<file path="src/jecfs_pkg.sv">
package jecfs_pkg;

  typedef enum logic [2:0] {
    PH_KEY   = 3'd0,
    PH_COLON = 3'd1,
    PH_SPACE = 3'd2,
    PH_DIGIT = 3'd3,
    PH_DONE  = 3'd4
  } phase_t;

  localparam logic [3:0] KEY_LEN = 4'd10;

  localparam logic [7:0] CH_QUOTE = 8'h22;
  localparam logic [7:0] CH_COLON = 8'h3A;
  localparam logic [7:0] CH_SPACE = 8'h20;
  localparam logic [7:0] CH_MINUS = 8'h2D;
  localparam logic [7:0] CH_ZERO  = 8'h30;
  localparam logic [7:0] CH_NINE  = 8'h39;

  localparam logic [35:0] POS_LIMIT = 36'h07FFFFFFF;
  localparam logic [35:0] NEG_LIMIT = 36'h080000000;

  typedef struct packed {
    logic [31:0] code_value;
    logic        key_found;
    logic        overflowed;
  } result_t;

  // Characters of the quoted key, quotes included
  function automatic logic [7:0] key_char(input logic [3:0] idx);
    logic [7:0] ch;
    case (idx)
      4'd0:    ch = CH_QUOTE;
      4'd1:    ch = 8'h65;
      4'd2:    ch = 8'h72;
      4'd3:    ch = 8'h72;
      4'd4:    ch = 8'h5F;
      4'd5:    ch = 8'h63;
      4'd6:    ch = 8'h6F;
      4'd7:    ch = 8'h64;
      4'd8:    ch = 8'h65;
      4'd9:    ch = CH_QUOTE;
      default: ch = 8'h00;
    endcase
    return ch;
  endfunction

endpackage

</file>
<file path="src/jecfs_dig_acc.sv">
module jecfs_dig_acc (
  input  logic [31:0] mag_in,
  input  logic [3:0]  digit,
  input  logic        minus,
  output logic [31:0] mag_out,
  output logic        sat
);

  logic [35:0] wide;
  logic [35:0] limit;

  // mag * 10 + digit as two shifted adds
  assign wide  = ({4'd0, mag_in} << 3) + ({4'd0, mag_in} << 1) + {32'd0, digit};
  assign limit = minus ? jecfs_pkg::NEG_LIMIT : jecfs_pkg::POS_LIMIT;

  always_comb begin
    if (wide > limit) begin
      mag_out = limit[31:0];
      sat     = 1'b1;
    end else begin
      mag_out = wide[31:0];
      sat     = 1'b0;
    end
  end

endmodule

</file>
<file path="src/jecfs_scan.sv">
module jecfs_scan (
  input  logic                clk,
  input  logic                rst_n,
  input  logic                step,
  input  logic [7:0]          text_byte,
  input  logic                last_byte,
  output jecfs_pkg::result_t  result
);

  jecfs_pkg::phase_t phase_r, phase_nxt;
  logic [3:0]  pos_r, pos_nxt;
  logic        minus_r, minus_nxt;
  logic [31:0] mag_r, mag_nxt;
  logic        sat_r, sat_nxt;
  logic        key_r, key_nxt;

  logic [3:0]  p_cur;
  logic [3:0]  p_next;
  logic        is_digit;
  logic [31:0] acc_mag;
  logic        acc_sat;

  assign is_digit = (text_byte >= jecfs_pkg::CH_ZERO) && (text_byte <= jecfs_pkg::CH_NINE);
  assign p_cur    = (pos_r >= jecfs_pkg::KEY_LEN) ? 4'd0 : pos_r;

  jecfs_dig_acc u_dig_acc (
    .mag_in  (mag_r),
    .digit   (text_byte[3:0]),
    .minus   (minus_r),
    .mag_out (acc_mag),
    .sat     (acc_sat)
  );

  always_ff @(posedge clk) begin
    if (!rst_n || (step && last_byte)) begin
      phase_r <= jecfs_pkg::PH_KEY;
      pos_r   <= 4'd0;
      minus_r <= 1'b0;
      mag_r   <= 32'd0;
      sat_r   <= 1'b0;
      key_r   <= 1'b0;
    end else if (step) begin
      phase_r <= phase_nxt;
      pos_r   <= pos_nxt;
      minus_r <= minus_nxt;
      mag_r   <= mag_nxt;
      sat_r   <= sat_nxt;
      key_r   <= key_nxt;
    end
  end

  always_comb begin
    phase_nxt = phase_r;
    pos_nxt   = pos_r;
    minus_nxt = minus_r;
    mag_nxt   = mag_r;
    sat_nxt   = sat_r;
    key_nxt   = key_r;
    p_next    = 4'd0;
    case (phase_r)
      jecfs_pkg::PH_KEY: begin
        // restart on a quote, since it can open the key
        if (text_byte == jecfs_pkg::key_char(p_cur)) begin
          p_next = p_cur + 4'd1;
        end else begin
          p_next = (text_byte == jecfs_pkg::CH_QUOTE) ? 4'd1 : 4'd0;
        end
        if (p_next >= jecfs_pkg::KEY_LEN) begin
          key_nxt   = 1'b1;
          phase_nxt = jecfs_pkg::PH_COLON;
          pos_nxt   = 4'd0;
        end else begin
          pos_nxt = p_next;
        end
      end
      jecfs_pkg::PH_COLON: begin
        if (text_byte == jecfs_pkg::CH_COLON) begin
          phase_nxt = jecfs_pkg::PH_SPACE;
        end
      end
      jecfs_pkg::PH_SPACE: begin
        if (text_byte == jecfs_pkg::CH_SPACE) begin
          phase_nxt = jecfs_pkg::PH_SPACE;
        end else if (text_byte == jecfs_pkg::CH_MINUS) begin
          minus_nxt = 1'b1;
          phase_nxt = jecfs_pkg::PH_DIGIT;
        end else if (is_digit) begin
          mag_nxt   = acc_mag;
          sat_nxt   = sat_r | acc_sat;
          phase_nxt = jecfs_pkg::PH_DIGIT;
        end else begin
          phase_nxt = jecfs_pkg::PH_DONE;
        end
      end
      jecfs_pkg::PH_DIGIT: begin
        if (is_digit) begin
          mag_nxt = acc_mag;
          sat_nxt = sat_r | acc_sat;
        end else begin
          phase_nxt = jecfs_pkg::PH_DONE;
        end
      end
      default: begin
        phase_nxt = phase_r;
      end
    endcase
  end

  // Result reflects the state after this byte
  assign result.code_value = minus_nxt ? (32'd0 - mag_nxt) : mag_nxt;
  assign result.key_found  = key_nxt;
  assign result.overflowed = sat_nxt;

endmodule

</file>
<file path="src/json_err_code_field_scanner.sv">
// An accepted item passes through the input register, then the result register, to its
// result on out_valid. Throughput: one byte per cycle; the input register stalls only
// while it holds a last byte and the result register is still occupied.
// A result appears only for an item marked last_byte.
// Reset (rst_n low at a clock edge) clears the scan state and both valid flags;
// the scan state also clears after every last byte.
module json_err_code_field_scanner (
  input  logic               clk,
  input  logic               rst_n,
  input  logic               in_valid,
  output logic               in_ready,
  input  logic [7:0]         in_text_byte,
  input  logic               in_last_byte,
  output logic               out_valid,
  input  logic               out_ready,
  output logic signed [31:0] out_code_value,
  output logic               out_key_found,
  output logic               out_overflowed
);

  logic        hold_valid_r;
  logic [7:0]  hold_byte_r;
  logic        hold_last_r;
  logic        out_valid_r, out_valid_nxt;
  logic [31:0] code_r;
  logic        key_found_r;
  logic        ovf_r;

  logic        out_free;
  logic        step;
  jecfs_pkg::result_t scan_res;

  assign out_free = !out_valid_r || out_ready;
  // non-last bytes never need the result register
  assign step     = hold_valid_r && (!hold_last_r || out_free);
  assign in_ready = !hold_valid_r || step;

  always_ff @(posedge clk) begin
    if (!rst_n) begin
      hold_valid_r <= 1'b0;
    end else if (in_ready) begin
      hold_valid_r <= in_valid;
    end
  end

  always_ff @(posedge clk) begin
    if (in_valid && in_ready) begin
      hold_byte_r <= in_text_byte;
      hold_last_r <= in_last_byte;
    end
  end

  jecfs_scan u_scan (
    .clk       (clk),
    .rst_n     (rst_n),
    .step      (step),
    .text_byte (hold_byte_r),
    .last_byte (hold_last_r),
    .result    (scan_res)
  );

  always_comb begin
    out_valid_nxt = out_valid_r;
    if (step && hold_last_r) begin
      out_valid_nxt = 1'b1;
    end else if (out_ready) begin
      out_valid_nxt = 1'b0;
    end
  end

  always_ff @(posedge clk) begin
    if (!rst_n) begin
      out_valid_r <= 1'b0;
    end else begin
      out_valid_r <= out_valid_nxt;
    end
  end

  always_ff @(posedge clk) begin
    if (step && hold_last_r) begin
      code_r      <= scan_res.code_value;
      key_found_r <= scan_res.key_found;
      ovf_r       <= scan_res.overflowed;
    end
  end

  assign out_valid      = out_valid_r;
  assign out_code_value = code_r;
  assign out_key_found  = key_found_r;
  assign out_overflowed = ovf_r;

  a_ovf_needs_key: assert property (@(posedge clk) disable iff (!rst_n)
    out_valid_r |-> (!ovf_r || key_found_r))
    else $error("overflow reported without key");

  a_value_needs_key: assert property (@(posedge clk) disable iff (!rst_n)
    out_valid_r |-> ((code_r == 32'd0) || key_found_r))
    else $error("nonzero value reported without key");

  a_ovf_saturates: assert property (@(posedge clk) disable iff (!rst_n)
    (out_valid_r && ovf_r) |-> ((code_r == 32'h7FFFFFFF) || (code_r == 32'h80000000)))
    else $error("overflowed value is not a limit");

  a_stall_cause: assert property (@(posedge clk) disable iff (!rst_n)
    !in_ready |-> (hold_valid_r && hold_last_r && out_valid_r && !out_ready))
    else $error("input stalled without a blocked result");

  a_no_drop: assert property (@(posedge clk) disable iff (!rst_n)
    (out_valid_r && !out_ready) |=> out_valid_r)
    else $error("pending result dropped");

endmodule
</file>
<file path="config.mk">
export PLATFORM = sky130hd
export DESIGN_NAME = json_err_code_field_scanner
export DESIGN_NICKNAME = d
export VERILOG_FILES = /design/src/jecfs_pkg.sv /design/src/jecfs_dig_acc.sv /design/src/jecfs_scan.sv /design/src/json_err_code_field_scanner.sv
export SDC_FILE = /design/constraint.sdc
export NUM_CORES = 1
export LEC_CHECK = 0
export BUFFER_PORTS_ARGS = -buffer_cell sky130_fd_sc_hd__buf_2
export CORE_UTILIZATION = 55
export CTS_BUF_LIST = sky130_fd_sc_hd__clkbuf_4
export CTS_CLUSTER_DIAMETER = 30
export CTS_CLUSTER_SIZE = 10
export DETAILED_ROUTE_END_ITERATION = 10
export HOLD_SLACK_MARGIN = 0.02
export PLACE_DENSITY = 0.73
export SLEW_MARGIN = 5
export SYNTH_ARGS = -nofsm -noshare
export SYNTH_HDL_FRONTEND = slang
export SYNTH_SLANG_ARGS = --single-unit
</file>
<file path="constraint.sdc">
create_clock -name clk -period 9.2 [get_ports clk]
set_input_delay 1.38 -clock clk [delete_from_list [all_inputs] [get_ports clk]]
set_output_delay 1.38 -clock clk [all_outputs]
set_load 0.005 [all_outputs]
</file>
* Word level (Yosys, flattened, before mapping)
Memory sizes are Yosys's and may differ from the RTL's.
Index checks and enable logic that the tools add are counted.
** Storage, ports and cells
- Register bits :: 87
- Bits in read-only memories :: 112
- Input bits :: 13
- Output and inout port bits :: 36
- Word-level logic and storage cells :: 84
- Memories kept :: 1
** Operators by class
- Add/sub/neg operators :: 4
- Order comparisons :: 5
- Equality and inequality tests :: 11
- Multiplexer cells :: 32
- Bitwise gates (word level) :: 1
- Reduce and logical (&&, ||, !) cells :: 17
** Memories
- (name not given) :: words 16, bits a word 7, rd ports 1, clocked after memory_dff 0, write ports 0, line jecfs_pkg.sv:32 : case (idx)
** Operators by type and width (count)
- $mux W32 :: 6
- $pmux W32 S2 :: 1
- $add A35 B33 Y36 :: 1
- $add A36 B4 Y36 :: 1
- $gt A36 B32 Y1 :: 1
- $eq A8 B6 Y1 const B :: 4
- $sub A1 B32 Y32 const A :: 1
- $mux W3 :: 6
- $mux W4 :: 4
- $mux W1 :: 12
- $pmux W3 S4 :: 1
- $eq A8 B8 Y1 :: 1
- $ge A4 B4 Y1 const B :: 2
- $ge A8 B6 Y1 const B :: 1
- $le A8 B6 Y1 const B :: 1
- $mux W8 :: 1
- $eq A3 B2 Y1 const B :: 2
- $reduce_and A5 Y1 :: 1
- $add A4 B1 Y4 const B :: 1
- $logic_and A1 B1 Y1 :: 4
- $logic_not A1 Y1 :: 4
- $logic_or A1 B1 Y1 :: 4
- $ne A2 B1 Y1 const B :: 2
- $reduce_bool A4 Y1 :: 1
- 7 further kinds :: 7

* Longest topological paths before layout
Gate-level depths: netlist of run 1.
- Word-level depth :: 10
- Gate-level depth with buffers :: 30
- Mapped depth without buffers :: 27

* Modules after synthesis
Synthesis of run 1 repeated with hierarchy kept, for this count alone.
** Second synthesis, totals
- Cells, all modules :: 936
- Area total of the unflattened synthesis :: 8405.6 um^2
** Modules (own cells, without submodules)
- jecfs_scan :: times used 1, cells each 485, area an instance 3626.0 um^2, sequential area each 840.8 um^2
- jecfs_dig_acc :: times used 1, cells each 396, area an instance 3370.7 um^2, sequential area each 0.0 um^2
- json_err_code_field_scanner :: times used 1, cells each 55, area an instance 1408.9 um^2, sequential area each 1331.3 um^2

* Worst setup path before layout of run 1
Ideal clock, no wire load.
- Kind :: register to register
- Start :: register hold_byte_r[3]
- End :: register code_r[26], in the netlist out_code_value[26] (data pin)
- Setup time :: 0.266 ns
- Data arrival time :: 6.092 ns
- Required time :: 8.934 ns
- Setup slack :: 2.842 ns
- Stages on the path, launching flop included :: 28
- Path buffers :: 2
- Period minus slack after synthesis :: 6.358 ns
- Cell sequence :: edfxtp_1 -> fa_1 -> fa_1 -> a211oi_1 -> o211ai_1 -> a21oi_1 -> a21oi_1 -> a211oi_1 -> o21bai_1 -> a21oi_1 -> xnor2_1 -> ha_1 -> and4_1 -> nand2_1 -> nor3_1 -> a22o_1 -> a31o_2 -> and4_1 -> clkbuf_1 -> a31oi_1 -> clkbuf_1 -> a211o_1 -> o21ai_0 -> ha_1 -> and4_1 -> nand4_1 -> o41ai_1 -> xnor2_1
** RTL lines
- start, declared :: line json_err_code_field_scanner.sv:22 : logic [7:0] hold_byte_r;
- start signal, assigned :: line json_err_code_field_scanner.sv:48 : hold_byte_r <= in_text_byte;
- end signal, assigned :: line json_err_code_field_scanner.sv:81 : code_r <= scan_res.code_value;
- end, declared :: line json_err_code_field_scanner.sv:25 : logic [31:0] code_r;

==> flow_metrics.tcl, run 1 <==
set metrics [dict create \
    status "finished, final reports clean" \
    clk_pin_slew_ns 0.15 \
    final_nets 1112 \
    drive_above_1_share_pct 9.99 \
    seq_area_frac_synth_pct 27.1 \
    rr_worst_depth 23 \
    vdd.ir_drop.worst_mv 0.102 \
    insertion_delay_ns 0.44 \
    worst_slew_margin_rel_pct 23.2 \
    start_util_pct 57.1 \
    fmax_ghz 0.139 \
    core_area_um2 14000 \
    critical_path.endpoint_type "flip-flop" \
    viasPerCell 6.38 \
    grt_antenna_before_repair 0 \
    cts.path.max_buffers 2 \
    routed_wl_mm 22.4 \
    ys_types 75 \
    rows 43 \
    hold_class "flip-flop to flip-flop" \
    post_cts_resized 0 \
    post_cts_buffers 0 \
    ys.flop_type "dfxtp_1" \
    hp-start "u_scan.key_r" \
    h-tree-depth 3 \
    wl_per_cell_um 19.0 \
    gp_congestion 0.926 \
    finalSetupTns_ns 0 \
    synth.cell_area_um2 8010 \
    grt_pass1_vias 7024 \
    r2r_start "hold_byte_r[3]" \
    dpl_worst_slack_ns 2.18 \
    dieArea_um2 15100 \
    critical_path.startpoint "hold_byte_r[3]" \
    synth_nets 1091 \
    grt_use_total_pct 30.7 \
    pin_count 49 \
    dr.pass1.iters 5 \
    worstMarginPinSlew_ns 1.15 \
    hold_viol_final 0 \
    synth_edf_count 43 \
    cap_viol_max_count 0 \
    area_growth_pct 5.92 \
    r2r-end "out_code_value[26]" \
    powerDensity_nw_per_um2 88.5 \
    antenna_cells 0 \
    drt_iter0_markers 658 \
    cts-root-buf "clkbuf_4" \
    finalSetupViolations 0 \
    cts_tree "yes" \
    cts_sinks 87 \
    finClkSkew_ns 0.0137 \
    holdPathStages 2 \
    crit_path_start_kind "flip-flop" \
    power.total_uw 751 \
    critPathArrivalTime_ns 7.39 \
    grt_pass1_wl_mm 36.0 \
    final_cell_mix "116 x a21oi_1, 116 x nand2_1, 101 x ha_1" \
    grt_overflow 0 \
    period_needed_ns 7.19 \
    grt_max_degree 54 \
    die_w_um 123 \
    place_hpwl_mm 17.0 \
    postCtsHoldBufs 0 \
    antenna_left 0 \
    cts_made_buffers 9 \
    criticalPathCategory "flip-flop to flip-flop" \
    hold_slack_ns 0.502 \
    fin_crit_sh_pct 78.1 \
    vias 7537 \
    numPortBuffers 48 \
    synth_cells 975 \
    rsz0062_at_grt "false" \
    cp_max_fo 19 \
    worst_slack_ns 2.01 \
    ff2ff_setup_slack_ns 2.01 \
    async_flop_share_pct 0 \
    avgSynthCellArea_um2 8.22 \
    die-height_um 123 \
    min_to "u_scan.key_r" \
    slew_viol_final 0 \
    ys_warn_count 0 \
    fin_util_pct 60.4 \
    drc_errors 0 \
    worst_ep_required_time_ns 9.40 \
    ys_seq_elements 87 \
    power.leakage_nw 3.65 \
]
==> critical path, cell delays in order, from the launching register on <==
cell and delay [ns]:
edfxtp_1 0.55, fa_1 0.57, fa_1 0.50, a211oi_1 0.37
o211ai_1 0.16, a21oi_1 0.27, a21oi_1 0.19, a211oi_1 0.27
o21bai_1 0.11, a21oi_1 0.18, xnor2_1 0.11, ha_1 0.30
and4_1 0.22, nand2_1 0.07, nor3_1 0.19, a22o_1 0.15
a31o_2 0.10, and4_1 0.34, and4_1 0.74, a31oi_1 0.17
a21boi_0 0.35, nand4_1 0.37, o41ai_1 0.54, xnor2_1 0.12
==> how the worst max path moves through the flow <==
stage	endpoint	slack [ns]	cells after the start
finish	out_code_value[26]	2.01	23
global route	out_code_value[26]	1.55	23
CTS	out_code_value[26]	2.11	23
detailed placement	out_code_value[26]	2.18	23
global placement	out_code_value[26]	2.33	23
floorplan	out_code_value[26]	2.84	27
==> registers in the layout (all words and copies together) (netlist names) <==
signal / count
out_overflowed: 1
out_valid: 1
u_scan.sat_r: 1
out_code_value: 32
u_scan.key_r: 1
out_key_found: 1
u_scan.minus_r: 1
hold_last_r: 1
u_scan.mag_r: 32
u_scan.pos_r: 4
hold_valid_r: 1
hold_byte_r: 8
u_scan.phase_r: 3
==> through the flow <==
| step | cell area (um2) | instances |
|---|---|---|
| 2_1_floorplan | 8010 | 975 |
| 3_5_place_dp | 8370 | 1165 |
| 6_report | 8490 | 1181 |
| 4_1_cts | 8490 | 1181 |
| 5_1_grt | 8490 | 1181 |
| 3_3_place_gp | 8370 | 1165 |
==> final cells by class <==
type	count	area, um2
multi-input cells	824	5590
fillers	1272	5560
flip-flops and latches	87	2170
repair buffers	59	323
well taps	180	225
clock buffers	9	67.6
inverters	15	56.3
clock inverters	7	50.0
==> cell families after synthesis <==
logic type	synth area share [%]
xor gates and xnor gates	7.00
adders and majority gates	16.3
AOI/OAI and AO/OA	26.4
muxes	0.765
and+or+nand+nor	19.3
DFF	27.1
buffers and inverters	3.23
==> synth_stat cells (3+ instances only) <==
master	instances	area, um2
o21a_1	3	22.5
or4_1	3	22.5
nand2b_1	11	68.8
and2_1	9	56.3
o21ai_0	59	295
dfxtp_1	44	881
xnor2_1	37	324
a22o_1	5	43.8
clkbuf_1	36	135
nand4_1	22	138
nor2b_1	4	25.0
nor3_1	24	120
and3_1	10	62.6
buf_2	9	45.0
edfxtp_1	43	1290
a31o_2	3	26.3
nand4b_1	3	26.3
a21oi_2	3	26.3
buf_1	3	11.3
o211ai_1	13	97.6
nand2_1	116	435
o22ai_1	4	25.0
a211o_1	3	26.3
mux2i_1	5	50.1
a21oi_1	116	581
xor2_1	27	236
o31ai_1	11	82.6
a221oi_1	6	52.6
nand3_1	15	75.1
nor4_1	4	25.0
or3_1	4	25.0
inv_1	15	56.3
a311oi_1	5	43.8
a31oi_1	16	100
a2111oi_0	4	35.0
ha_1	101	1260
a211oi_1	22	165
nor3b_1	3	22.5
a21boi_0	3	22.5
a21o_1	16	120
nor2_1	82	308
and4_1	6	52.6
o21bai_1	4	30.0
==> routing by layer <==
| metal | vias up | wire (um) | track usage [%] |
|---|---|---|---|
| met3 | 61 | 1210 | 3.49 |
| met5 | - | 0 | 0 |
| met2 | 298 | 10300 | 49.1 |
| met4 | 0 | 1020 | 15.1 |
| met1 | 3462 | 9930 | 40.9 |
| li1 | 3716 | - | - |
==> power by group <==
group,switching [mW],internal [mW]
clock,0.144,0.0556
combinational,0.0829,0.0427
sequential,0.0104,0.415
total,0.237,0.514
(Power assumes the default switching activity.)
==> run 2, diff against run 1 <==
--- a/config.mk
+++ b/config.mk
@@ -12,7 +12,7 @@
 export CTS_CLUSTER_SIZE = 10
 export DETAILED_ROUTE_END_ITERATION = 10
 export HOLD_SLACK_MARGIN = 0.02
-export PLACE_DENSITY = 0.73
+export PLACE_DENSITY = 0.76
 export SLEW_MARGIN = 5
 export SYNTH_ARGS = -nofsm -noshare
 export SYNTH_HDL_FRONTEND = slang
==> constraint.sdc (replaced) <==
create_clock -name clk -period 5.8 [get_ports clk]
set_input_delay 0.87 -clock clk [delete_from_list [all_inputs] [get_ports clk]]
set_output_delay 0.87 -clock clk [all_outputs]
set_load 0.005 [all_outputs]
==> flow_metrics.tcl, run 2 (same netlist as run 1, synthesis figures left out) <==
set metrics [dict create \
    routed_wl_mm 27.1 \
    viasPerCell 6.44 \
    powerDensity_nw_per_um2 131 \
    critical_path.endpoint_type "flip-flop" \
    grt_pass1_vias 8141 \
    p_comb_share_pct 23.0 \
    cts_sinks 87 \
    fin_crit_sh_pct 107 \
    grt_antenna_before_repair 1 \
    critPathArrivalTime_ns 6.44 \
    worst_slack_ns -0.415 \
    period_needed_ns 6.21 \
    final_common_cell "buf_4" \
    vdd.ir_drop.worst_mv 0.128 \
    dr.pass1.iters 6 \
    power.leakage_nw 4.83 \
    die-height_um 123 \
    cp_max_fo 4 \
    final_nets 1326 \
    power.total_mw 1.39 \
    wl_per_cell_um 19.5 \
    pin_count 49 \
    crit_path_start_kind "flip-flop" \
    hold_class "flip-flop to flip-flop" \
    rsz0062_at_grt "true" \
    grt_max_degree 43 \
    rows 43 \
    status "finished, violations left" \
    antenna_cells 0 \
    worst_ep_required_time_ns 6.02 \
    crit_end "out_code_value[29]" \
    antenna_left 0 \
    drc_errors 0 \
    grt_pass1_wl_mm 41.0 \
    p_seq_share_pct 48.3 \
    power_switching_uw 399 \
    cts_tree "yes" \
    place_hpwl_mm 19.8 \
    worstMarginPinSlew_ns 0.917 \
    cap_viol_max_count 0 \
    die_w_um 123 \
    core_area_um2 14000 \
    dpl_worst_slack_ns -0.381 \
    grt_overflow 0 \
    criticalPathCategory "flip-flop to flip-flop" \
    cts-root-buf "clkbuf_4" \
    postCtsHoldBufs 0 \
    finClkSkew_ns 0.0111 \
    cts_made_buffers 9 \
    swShare_pct 28.7 \
    r2r-end "out_code_value[29]" \
    rr_worst_depth 24 \
    drive_above_1_share_pct 31.4 \
    intPower_uw 994 \
    hold_viol_final 0 \
    fmax_ghz 0.161 \
    drt_iter0_markers 923 \
    area_growth_pct 32.4 \
    start_util_pct 57.1 \
    worst_slew_margin_rel_pct 38.7 \
    failed_checks "setup timing" \
    grt_use_total_pct 35.4 \
    clk_pin_slew_ns 0.13 \
    finalSetupViolations 23 \
    critical_path.startpoint "hold_byte_r[3]" \
    r2r_start "hold_byte_r[3]" \
    gp_congestion 0.988 \
    vias 8985 \
    ff2ff_setup_slack_ns -0.41 \
    numPortBuffers 48 \
    p_clk_share_pct 28.7 \
    slew_viol_final 0 \
    insertion_delay_ns 0.45 \
    h-tree-depth 3 \
    final_cell_mix "218 x buf_4, 112 x nand2_1, 103 x a21oi_1" \
    cts.path.max_buffers 2 \
    dieArea_um2 15100 \
    fin_util_pct 75.6 \
]
==> run 2: critical path: stages (launching register included) <==
cell      delay (ns)
edfxtp_1        0.46
fa_2            0.48
fa_2            0.39
a211oi_4        0.23
o211ai_1        0.15
a21oi_2         0.28
a21oi_2         0.13
buf_4           0.16
a21o_1          0.20
a21oi_2         0.18
xnor2_2         0.11
ha_1            0.32
and4_4          0.25
nand2_2         0.06
nor3_2          0.13
a22o_1          0.15
a31o_2          0.11
and4_4          0.26
buf_6           0.11
a311oi_4        0.11
a311o_2         0.43
a2111o_1        0.43
or3_4           0.44
o31a_1          0.27
xnor2_1         0.12
==> run 2: per-stage QoR <==
stage	cell area (um2)	cells	setup TNS [ns]	hold slack, ns
2_1_floorplan	8110	975	0	0.439
3_5_place_dp	9800	1347	-4.42	0.462
3_3_place_gp	9800	1347	-1.93	0.450
6_report	10600	1395	-4.13	0.497
5_1_grt	10600	1395	-8.61	0.552
4_1_cts	10300	1385	-0.525	0.495
==> run 2: per-layer routing <==
layer  vias to the layer above  track usage, %  wire length, um
li1                       4135               -                -
met1                      4181            43.6            10600
met2                       522            58.1            12600
met3                       147            5.53             2080
met4                         0            21.0             1800
met5                         -               0                0
==> run 2: worst min path at each step <==
stage                      from                to  cells after the start
2_1_floorplan      u_scan.key_r      u_scan.key_r                      2
3_3_place_gp       u_scan.key_r      u_scan.key_r                      2
3_5_place_dp       u_scan.key_r      u_scan.key_r                      2
4_1_cts            u_scan.key_r      u_scan.key_r                      2
5_1_grt        u_scan.mag_r[28]  u_scan.mag_r[28]                      2
6_report           u_scan.key_r      u_scan.key_r                      2
==> run 2: what timing repair did <==
item / CTS / global route
setup endpoints to repair: 24 / 37
gates resized for setup: 30 / 56
cloned: 0 / 0
pin swaps: 13 / 29
buffers inserted: 22 / 11
==> run 2: area by class of cell <==
type                            count  area, um2
Clock buffer                       12       90.1
Clock inverter                      4       72.6
Fill cell                        1033       3430
Inverter                           15       56.3
Multi-Input combinational cell    824       6040
Sequential cell                    87       2170
Tap cell                          180        225
Timing Repair Buffer              273       1960
==> run 2: power by group through the flow <==
stage / sequential [mW] / combinational (mW) / clock (mW)
after floorplan: 0.683 / 0.145 / 0
after global placement: 0.685 / 0.246 / 0
after detailed placement: 0.686 / 0.250 / 0
after CTS: 0.672 / 0.284 / 0.398
after global routing: 0.674 / 0.341 / 0.423
final: 0.673 / 0.320 / 0.400
